==> config.mk <==
export PLATFORM = sky130hd
export DESIGN_NAME = lifo_stack_allocator
export DESIGN_NICKNAME = d
export VERILOG_FILES = /design/src/lsa_pkg.sv /design/src/lifo_stack_allocator.sv /design/src/lsa_ram.sv /design/src/lsa_hdr_stack.sv
export SDC_FILE = /design/constraint.sdc
export NUM_CORES = 2
export LEC_CHECK = 0
export BUFFER_PORTS_ARGS = -buffer_cell sky130_fd_sc_hd__buf_2
export CORE_MARGIN = 1
export CORE_UTILIZATION = 52
export DETAILED_ROUTE_END_ITERATION = 6
export PLACE_DENSITY = 0.69
export SYNTH_ARGS = -nofsm -noshare
export SYNTH_HDL_FRONTEND = slang
export SYNTH_SLANG_ARGS = --single-unit
==> constraint.sdc <==
create_clock -name clk -period 19.9 [get_ports clk]
set_input_delay 3.98 -clock clk [delete_from_list [all_inputs] [get_ports clk]]
set_output_delay 3.98 -clock clk [all_outputs]
set_load 0.005 [all_outputs]
==> src/lsa_pkg.sv <==
// Package for the LIFO stack allocator: field widths, status and register codes,
// header stack entry type and stack command struct. No dependencies.
`default_nettype none
package lsa_pkg;

  localparam int ADDR_W   = 32;
  localparam int ALIGN_W  = 13;
  localparam int ADJ_W    = 13;
  localparam int STAT_W   = 3;
  localparam int LIVE_W   = 7;
  localparam int CFG_IDX_W = 1;

  localparam logic [STAT_W-1:0] ST_OK       = 3'd0;
  localparam logic [STAT_W-1:0] ST_BAD_ARG  = 3'd1;
  localparam logic [STAT_W-1:0] ST_NO_SPACE = 3'd2;
  localparam logic [STAT_W-1:0] ST_NOT_LAST = 3'd3;
  localparam logic [STAT_W-1:0] ST_STACK    = 3'd4;

  localparam logic KIND_ALLOC = 1'b0;
  localparam logic KIND_FREE  = 1'b1;

  localparam logic [CFG_IDX_W-1:0] REG_START = 1'b0;
  localparam logic [CFG_IDX_W-1:0] REG_POOL  = 1'b1;

  // one header stack entry: block that was last before the push, and the pushed block's adjustment
  typedef struct packed {
    logic [ADDR_W-1:0] prev;
    logic [ADJ_W-1:0]  adj;
  } hdr_t;

  typedef struct packed {
    logic push;
    logic pop;
  } stk_cmd_t;

endpackage
`default_nettype wire

==> src/lifo_stack_allocator.sv <==
// LIFO bump allocator with an alignment header stack; top level.
// Depends on lsa_pkg and lsa_hdr_stack.
//
//   channel  direction  handshake          payload
//   in       input      in_valid/in_ready  kind, request_size, alignment, free_address
//   out      output     out_valid/out_ready block_address, status, used_bytes, live_count
//   cfg      input      cfg_valid/cfg_ready cfg_index, cfg_data (always ready)
//
// One item per cycle unless stalled; its result shows the cycle after acceptance in the
// output register. in_ready is low only while a result waits and out_ready is low.
// The top header entry is a register; the one below is prefetched from the RAM each cycle.
// Reset empties the region with start address and pool size zero; no clearing pass.
`default_nettype none
module lifo_stack_allocator #(
  parameter int MAX_LIVE     = 64,
  parameter int HEADER_BYTES = 16,
  parameter int MAX_ALIGN    = 4096
) (
  input  wire                              clk,
  input  wire                              rst_n,
  input  wire                              in_valid,
  output logic                             in_ready,
  input  wire                              in_kind,
  input  wire [lsa_pkg::ADDR_W-1:0]        in_request_size,
  input  wire [lsa_pkg::ALIGN_W-1:0]       in_alignment,
  input  wire [lsa_pkg::ADDR_W-1:0]        in_free_address,
  output logic                             out_valid,
  input  wire                              out_ready,
  output logic [lsa_pkg::ADDR_W-1:0]       out_block_address,
  output logic [lsa_pkg::STAT_W-1:0]       out_status,
  output logic [lsa_pkg::ADDR_W-1:0]       out_used_bytes,
  output logic [lsa_pkg::LIVE_W-1:0]       out_live_count,
  input  wire                              cfg_valid,
  output logic                             cfg_ready,
  input  wire [lsa_pkg::CFG_IDX_W-1:0]     cfg_index,
  input  wire [lsa_pkg::ADDR_W-1:0]        cfg_data
);
  import lsa_pkg::*;

  localparam int CNT_W  = $clog2(MAX_LIVE + 1);
  localparam int CALC_W = ADJ_W + 1;
  localparam int SUM_W  = ADDR_W + 2;

  logic [ADDR_W-1:0] pool_r, pool_nxt;
  logic [ADDR_W-1:0] top_r, top_nxt;
  logic [ADDR_W-1:0] last_r, last_nxt;
  logic [ADDR_W-1:0] used_r, used_nxt;
  logic [CNT_W-1:0]  cnt_r, cnt_nxt;

  logic              out_valid_r;
  logic [ADDR_W-1:0] out_addr_r;
  logic [STAT_W-1:0] out_stat_r;
  logic [ADDR_W-1:0] out_used_r;
  logic [CNT_W-1:0]  out_cnt_r;

  logic              acc;
  logic              cfg_we;
  logic [ALIGN_W-1:0] align_m1;
  logic              align_ok;
  logic [ALIGN_W-1:0] low_bits;
  logic [ALIGN_W-1:0] adj0;
  logic [CALC_W-1:0] need;
  logic [CALC_W-1:0] round_up;
  logic [CALC_W-1:0] adj;
  logic [SUM_W-1:0]  need_sum;
  logic              no_space;
  logic [ADDR_W-1:0] blk_addr;
  logic [ADDR_W-1:0] free_span;
  logic [STAT_W-1:0] stat;
  stk_cmd_t          cmd;
  hdr_t              push_hdr;
  hdr_t              top_hdr;

  assign acc       = in_valid && in_ready;
  assign in_ready  = !out_valid_r || out_ready;
  assign cfg_ready = 1'b1;
  assign cfg_we    = cfg_valid && cfg_ready;

  // adjustment: align the top, then leave room for the header below the block
  always_comb begin
    align_m1 = in_alignment - ALIGN_W'(1);
    align_ok = (in_alignment != '0) && ((in_alignment & align_m1) == '0) &&
               (32'(in_alignment) <= 32'(MAX_ALIGN));
    low_bits = top_r[ALIGN_W-1:0] & align_m1;
    adj0     = (in_alignment - low_bits) & align_m1;
    need     = CALC_W'(HEADER_BYTES) - {1'b0, adj0};
    round_up = (need + {1'b0, align_m1}) & ~{1'b0, align_m1};
    if ({1'b0, adj0} < CALC_W'(HEADER_BYTES)) begin
      adj = {1'b0, adj0} + round_up;
    end else begin
      adj = {1'b0, adj0};
    end
    need_sum  = {2'b00, used_r} + {2'b00, in_request_size} +
                {{(SUM_W-CALC_W){1'b0}}, adj};
    no_space  = need_sum >= {2'b00, pool_r};
    blk_addr  = top_r + {{(ADDR_W-ADJ_W){1'b0}}, adj[ADJ_W-1:0]};
    free_span = (top_r - in_free_address) + {{(ADDR_W-ADJ_W){1'b0}}, top_hdr.adj};
  end

  always_comb begin
    stat     = ST_OK;
    cmd      = '0;
    if (in_kind == KIND_ALLOC) begin
      if (in_request_size == '0 || !align_ok) begin
        stat = ST_BAD_ARG;
      end else if (cnt_r >= CNT_W'(MAX_LIVE)) begin
        stat = ST_STACK;
      end else if (no_space) begin
        stat = ST_NO_SPACE;
      end else begin
        cmd.push = acc;
      end
    end else begin
      if (cnt_r == '0) begin
        stat = ST_STACK;
      end else if (in_free_address != last_r) begin
        stat = ST_NOT_LAST;
      end else begin
        cmd.pop = acc;
      end
    end
    push_hdr.prev = last_r;
    push_hdr.adj  = adj[ADJ_W-1:0];
  end

  always_comb begin
    pool_nxt = pool_r;
    top_nxt  = top_r;
    last_nxt = last_r;
    used_nxt = used_r;
    cnt_nxt  = cnt_r;
    if (cmd.push) begin
      top_nxt  = blk_addr + in_request_size;
      last_nxt = blk_addr;
      used_nxt = need_sum[ADDR_W-1:0];
      cnt_nxt  = cnt_r + CNT_W'(1);
    end else if (cmd.pop) begin
      top_nxt  = in_free_address - {{(ADDR_W-ADJ_W){1'b0}}, top_hdr.adj};
      last_nxt = top_hdr.prev;
      used_nxt = used_r - free_span;
      cnt_nxt  = cnt_r - CNT_W'(1);
    end
    if (cfg_we) begin
      case (cfg_index)
        REG_START: begin
          top_nxt  = cfg_data;
          last_nxt = '0;
          used_nxt = '0;
          cnt_nxt  = '0;
        end
        REG_POOL: begin
          pool_nxt = cfg_data;
        end
        default: begin
          pool_nxt = pool_r;
        end
      endcase
    end
  end

  lsa_hdr_stack #(
    .MAX_LIVE (MAX_LIVE)
  ) u_hdr_stack (
    .clk      (clk),
    .rst_n    (rst_n),
    .cmd      (cmd),
    .cnt      (cnt_r),
    .push_hdr (push_hdr),
    .top_hdr  (top_hdr)
  );

  always_ff @(posedge clk) begin
    if (!rst_n) begin
      pool_r      <= '0;
      top_r       <= '0;
      last_r      <= '0;
      used_r      <= '0;
      cnt_r       <= '0;
      out_valid_r <= 1'b0;
    end else begin
      pool_r <= pool_nxt;
      top_r  <= top_nxt;
      last_r <= last_nxt;
      used_r <= used_nxt;
      cnt_r  <= cnt_nxt;
      if (acc) begin
        out_valid_r <= 1'b1;
      end else if (out_ready) begin
        out_valid_r <= 1'b0;
      end
    end
  end

  always_ff @(posedge clk) begin
    if (acc) begin
      out_addr_r <= cmd.push ? blk_addr : '0;
      out_stat_r <= stat;
      out_used_r <= used_nxt;
      out_cnt_r  <= cnt_nxt;
    end
  end

  assign out_valid         = out_valid_r;
  assign out_block_address = out_addr_r;
  assign out_status        = out_stat_r;
  assign out_used_bytes    = out_used_r;
  assign out_live_count    = LIVE_W'(32'(out_cnt_r));

`ifndef SYNTHESIS
  a_cnt_bound: assert property (@(posedge clk) disable iff (!rst_n)
    cnt_r <= CNT_W'(MAX_LIVE))
    else $error("live count above limit");

  a_err_zero_addr: assert property (@(posedge clk) disable iff (!rst_n)
    out_valid_r && (out_stat_r != ST_OK) |-> out_addr_r == '0)
    else $error("error result carries an address");

  a_err_no_change: assert property (@(posedge clk) disable iff (!rst_n)
    acc && (stat != ST_OK) && !cfg_we |=> $stable(used_r) && $stable(cnt_r) &&
    $stable(top_r) && $stable(last_r))
    else $error("error item changed allocator state");

  a_push_count: assert property (@(posedge clk) disable iff (!rst_n)
    cmd.push && !cfg_we |=> cnt_r == $past(cnt_r) + CNT_W'(1))
    else $error("allocate did not bump live count");
`endif

endmodule
`default_nettype wire

==> src/lsa_ram.sv <==
// Generic single-port-write, single-port-read RAM with registered read data.
// No dependencies.
`default_nettype none
module lsa_ram #(
  parameter int WIDTH = 45,
  parameter int DEPTH = 64
) (
  input  wire                                     clk,
  input  wire                                     we,
  input  wire [((DEPTH > 1) ? $clog2(DEPTH) : 1)-1:0] waddr,
  input  wire [WIDTH-1:0]                         wdata,
  input  wire [((DEPTH > 1) ? $clog2(DEPTH) : 1)-1:0] raddr,
  output logic [WIDTH-1:0]                        rdata
);

  logic [WIDTH-1:0] mem [DEPTH];

  // read-first: a read at the written address returns the old word
  always_ff @(posedge clk) begin
    if (we) begin
      mem[waddr] <= wdata;
    end
    rdata <= mem[raddr];
  end

endmodule
`default_nettype wire

==> src/lsa_hdr_stack.sv <==
// Header stack: top entry held in a register, deeper entries in lsa_ram with the
// next-to-top entry prefetched every cycle. Depends on lsa_pkg, lsa_ram.
`default_nettype none
module lsa_hdr_stack #(
  parameter int MAX_LIVE = 64
) (
  input  wire                                   clk,
  input  wire                                   rst_n,
  input  wire lsa_pkg::stk_cmd_t                cmd,
  input  wire [$clog2(MAX_LIVE+1)-1:0]          cnt,
  input  wire lsa_pkg::hdr_t                    push_hdr,
  output lsa_pkg::hdr_t                         top_hdr
);
  import lsa_pkg::*;

  localparam int CNT_W = $clog2(MAX_LIVE + 1);
  localparam int IDX_W = (MAX_LIVE > 1) ? $clog2(MAX_LIVE) : 1;

  hdr_t             top_r;
  hdr_t             top_nxt;
  hdr_t             below;
  logic [$bits(hdr_t)-1:0] ram_rdata;
  hdr_t             byp_data_r;
  logic             byp_r;
  logic [CNT_W-1:0] cnt_nxt;
  logic [CNT_W-1:0] wr_dif;
  logic [CNT_W-1:0] rd_dif;
  logic [IDX_W-1:0] wr_idx;
  logic [IDX_W-1:0] rd_idx;
  logic             we;

  always_comb begin
    cnt_nxt = cnt;
    if (cmd.push) begin
      cnt_nxt = cnt + CNT_W'(1);
    end else if (cmd.pop) begin
      cnt_nxt = cnt - CNT_W'(1);
    end
    wr_dif = cnt - CNT_W'(1);
    rd_dif = cnt_nxt - CNT_W'(2);
    wr_idx = wr_dif[IDX_W-1:0];
    rd_idx = rd_dif[IDX_W-1:0];
    // spill the current top into the RAM when a push covers it
    we     = cmd.push && (cnt != '0);
  end

  lsa_ram #(
    .WIDTH ($bits(hdr_t)),
    .DEPTH (MAX_LIVE)
  ) u_ram (
    .clk   (clk),
    .we    (we),
    .waddr (wr_idx),
    .wdata (top_r),
    .raddr (rd_idx),
    .rdata (ram_rdata)
  );

  // entry count-2, forwarded when it was written in the cycle it was read
  assign below = byp_r ? byp_data_r : hdr_t'(ram_rdata);

  always_comb begin
    top_nxt = top_r;
    if (cmd.push) begin
      top_nxt = push_hdr;
    end else if (cmd.pop) begin
      top_nxt = below;
    end
  end

  always_ff @(posedge clk) begin
    if (!rst_n) begin
      byp_r <= 1'b0;
    end else begin
      byp_r <= we && (wr_idx == rd_idx);
    end
  end

  always_ff @(posedge clk) begin
    top_r      <= top_nxt;
    byp_data_r <= top_r;
  end

  assign top_hdr = top_r;

endmodule
`default_nettype wire

==> flow_summary.toml <==
[pwr]
power.density_nw_per_um2 = 93.19
power_leakage_nw = 52.29
p_sw_mw = 2.906
p_clk_frac = 0.435
ir_drop_uv = 71.85
internal-power_mw = 11.17
switching_share = 0.2065
pwr-share-comb = 0.044
power_frac_seq = 0.520

[status]
status = "completed"

[setup_path]
crit_family = "compound AO/OA/AOI/OAI gates"
slowest_stage = "a211oi_2"
worst-path-stages = 46
required_ns = 20.78
critical_path_arrival_ns = 19.32
r2r-start = "top_r[0]"
reg2reg_setup_slack_ns = 4.48
endpoint = "u_hdr_stack.u_ram.rdata[34]"
path_max_fanout = 32
cp-startpoint = "in_alignment[5]"
worst_setup_path_end_kind = "flip-flop"
startpoint_type = "input port"
ff2ff_path_depth = 44
r2r-end = "u_hdr_stack.u_ram.rdata[34]"
critPathKind = "in2reg"
critPathMaxStageDelay_ns = 0.90
worst-path-buf-inv = 7

[logic_synthesis]
seq_area_frac_synth = 0.7065
postSynthCellCount = 8067
syn-cell-area_sq_um = 133900
synth_enable_flop_cells = 2999
synthArstFlopShare = 0
syn_avg_cell_area_sq_um = 16.60
synth_cell_type_count = 99
ys_seq_elements = 3226
yosys_warnings = 0
synth_flop_cell = "edfxtp_1"

[grt]
antenna_found_initial = 27
grt_pass1_wl_um = 532200
grt_pass1_vias = 75070
grt_max_degree = 143
grt_overflow = 0
grt_usage = 0.2850

[cells_and_area]
design_area_sq_um = 151000
fin_util = 0.5920
synthToLayoutAreaGrowth_pct = 12.77
mostFrequentLayoutCells = "edfxtp_1 (2,999), nand2_1 (808), mux4_2 (544)"
final_nets = 8850
num-fill-cells = 18560
final_layout_size_suffix_gt1_frac = 0.1796
layout_commonest_cell = "edfxtp_1"

[placed_design]
port-buffer-count = 191
hpwl_um = 230200
dp_slack_ns = 0.7929
placed_cell_area_sq_um = 140400
place_congestion = 0.9828

[clock_network]
clk_pin_slew_ns = 0.06
postCtsSetupRepairBufs = 0
clkSinkCount = 3226
clockBufferDepth = 4
holdBufCountCts = 0
clk_latency_ns = 0.95
numCtsBuffers = 332
post_cts_resize_count = 0
cts_tree = "done"
htreeDepth = 5
clockRootBuffer = "clkbuf_16"

[route]
drc = 0
drt_pass1_iterations = 6
wl_per_cell_um = 30.83
detail-route-antenna-nets = 0
routed_via_density = 6.444
routed_wirelength_um = 371900
drt-initial-drc-count = 10640
vias = 77710

[sta]
hold_violations = 0
setup_viol = 0
fmax_mhz = 54.22
final.min_clock_period_ns = 18.44
maxSlewHeadroom = 0.1221
setup_tns_ns = 0
fin_crit_sh = 0.9269
holdWs_ns = 0.4599
clock_skew_ns = 0.06497
rsz0062_at_grt = "no"
finalMaxSlewViolations = 0
worst-slew-pin-transition_ns = 1.314
worst_slack_ns = 1.455

[worst_hold_path]
holdPathStages = 2
hp-class = "reg2reg"

[floorplanning]
pin_count = 193
chipWidth_um = 509.5
initial_core_util = 0.5250
die_y_um = 509.5
dieArea_sq_um = 259500
core-area_sq_um = 255100
fp-row-count = 185

[run]
drv_cap = 0
## cell type report
type                       count  area [sq um]  share of cell area
sequential                  3226         94600              0.6265
clock buffer                 420          8917             0.05905
clock inverter               160          1657             0.01097
multi-input combinational   4202         37310              0.2471
timing repair buffer         432          3366             0.02229
tap                         3366          4212             0.02789
antenna                        7         17.52           0.0001160
inverter                     247         930.9            0.006164
## how the worst min path moves through the flow
stage / start / end
2_1_floorplan: pool_r[10] / pool_r[10]
5_1_grt: pool_r[22] / pool_r[22]
6_report: pool_r[28] / pool_r[28]
4_1_cts: pool_r[14] / pool_r[14]
3_3_place_gp: pool_r[12] / pool_r[12]
3_5_place_dp: pool_r[14] / pool_r[14]
## cells in the mapped netlist (all sizes together), types with 10 or more instances
cell	instances	share of area
a211oi	56	0.0032
a21o	55	0.0031
a21oi	334	0.012
a221oi	21	0.0014
a22oi	63	0.0035
a311oi	18	0.0012
a31oi	69	0.0033
a32oi	90	0.0059
and2	53	0.0025
and3	27	0.0013
buf	195	0.0070
clkbuf	199	0.0056
dfxtp	227	0.034
edfxtp	2999	0.67
fa	64	0.0096
ha	229	0.021
inv	246	0.0069
mux2i	344	0.026
mux4	544	0.091
nand2	811	0.023
nand2b	20	0.00093
nand3	238	0.0091
nand4	70	0.0033
nor2	291	0.0082
nor2b	39	0.0018
nor3	52	0.0021
nor3b	10	0.00056
nor4	26	0.0014
o211ai	20	0.0012
o21a	20	0.0011
o21ai	142	0.0053
o21bai	13	0.00073
o22ai	94	0.0044
or2	16	0.00075
or3	17	0.00079
or4	47	0.0027
xnor2	152	0.010
xor2	61	0.0040
## stage by stage
step / power [mW] / instances
finish: 14.07 / 12060
global route: 14.43 / 12060
CTS: 14.11 / 12050
detailed placement: 8.075 / 11470
global placement: 8.064 / 11470
floorplan: 7.899 / 8069
## power groups by stage
stage | combinational, mW | clock (mW) | sequential (mW)
floorplan | 0.435 | 0 | 7.46
global placement | 0.599 | 0 | 7.47
detailed placement | 0.609 | 0 | 7.47
CTS | 0.613 | 6.18 | 7.32
global route | 0.683 | 6.43 | 7.32
finish | 0.625 | 6.13 | 7.32
## metal layers
| layer | track usage | part of all wire | vias up |
|---|---|---|---|
| met5 | 0 | 0.00019 | - |
| met4 | 0.09292 | 0.033 | 12 |
| met3 | 0.05623 | 0.11 | 669 |
| met2 | 0.4417 | 0.46 | 4678 |
| met1 | 0.4081 | 0.40 | 39920 |
| li1 | - | - | 32430 |
## worst reg2reg max path: cells and delay by family (launching register included)
| kind | cells | cell delay (ns) |
|---|---|---|
| DFF | 1 | 0.35 |
| AOI/OAI and AO/OA | 21 | 7.08 |
| xor gates and xnor gates | 2 | 0.32 |
| buffers and inverters | 5 | 1.26 |
| and+or+nand+nor | 9 | 3.31 |
| muxes | 1 | 0.45 |
| adders and majority gates | 6 | 2.61 |
## cell families (layout without fill, tap and decap cells)
kind of cell,Yosys count,count (layout),share of synthesized area
compound gates,1072,1072,0.05227
flops,3226,3226,0.7065
buf+inv,641,1259,0.01952
fa+ha+maj,293,293,0.03097
other cells,2,11,0.00005608
simple gates,1727,1727,0.05880
mux,890,890,0.1174
xor+xnor,216,216,0.01456
## state kept, by name, indices dropped and copies added (netlist names)
signal	cells
top_r	32
u_hdr_stack.top_hdr	45
out_used_bytes	32
out_valid	1
pool_r	32
u_hdr_stack.byp_r	1
u_hdr_stack.u_ram.mem	2880
u_hdr_stack.u_ram.rdata	45
u_hdr_stack.byp_data_r	45
used_r	32
out_live_count	7
out_status	3
last_r	32
out_block_address	32
cnt_r	7
Note: power is estimated with default switching activity, not from simulation.
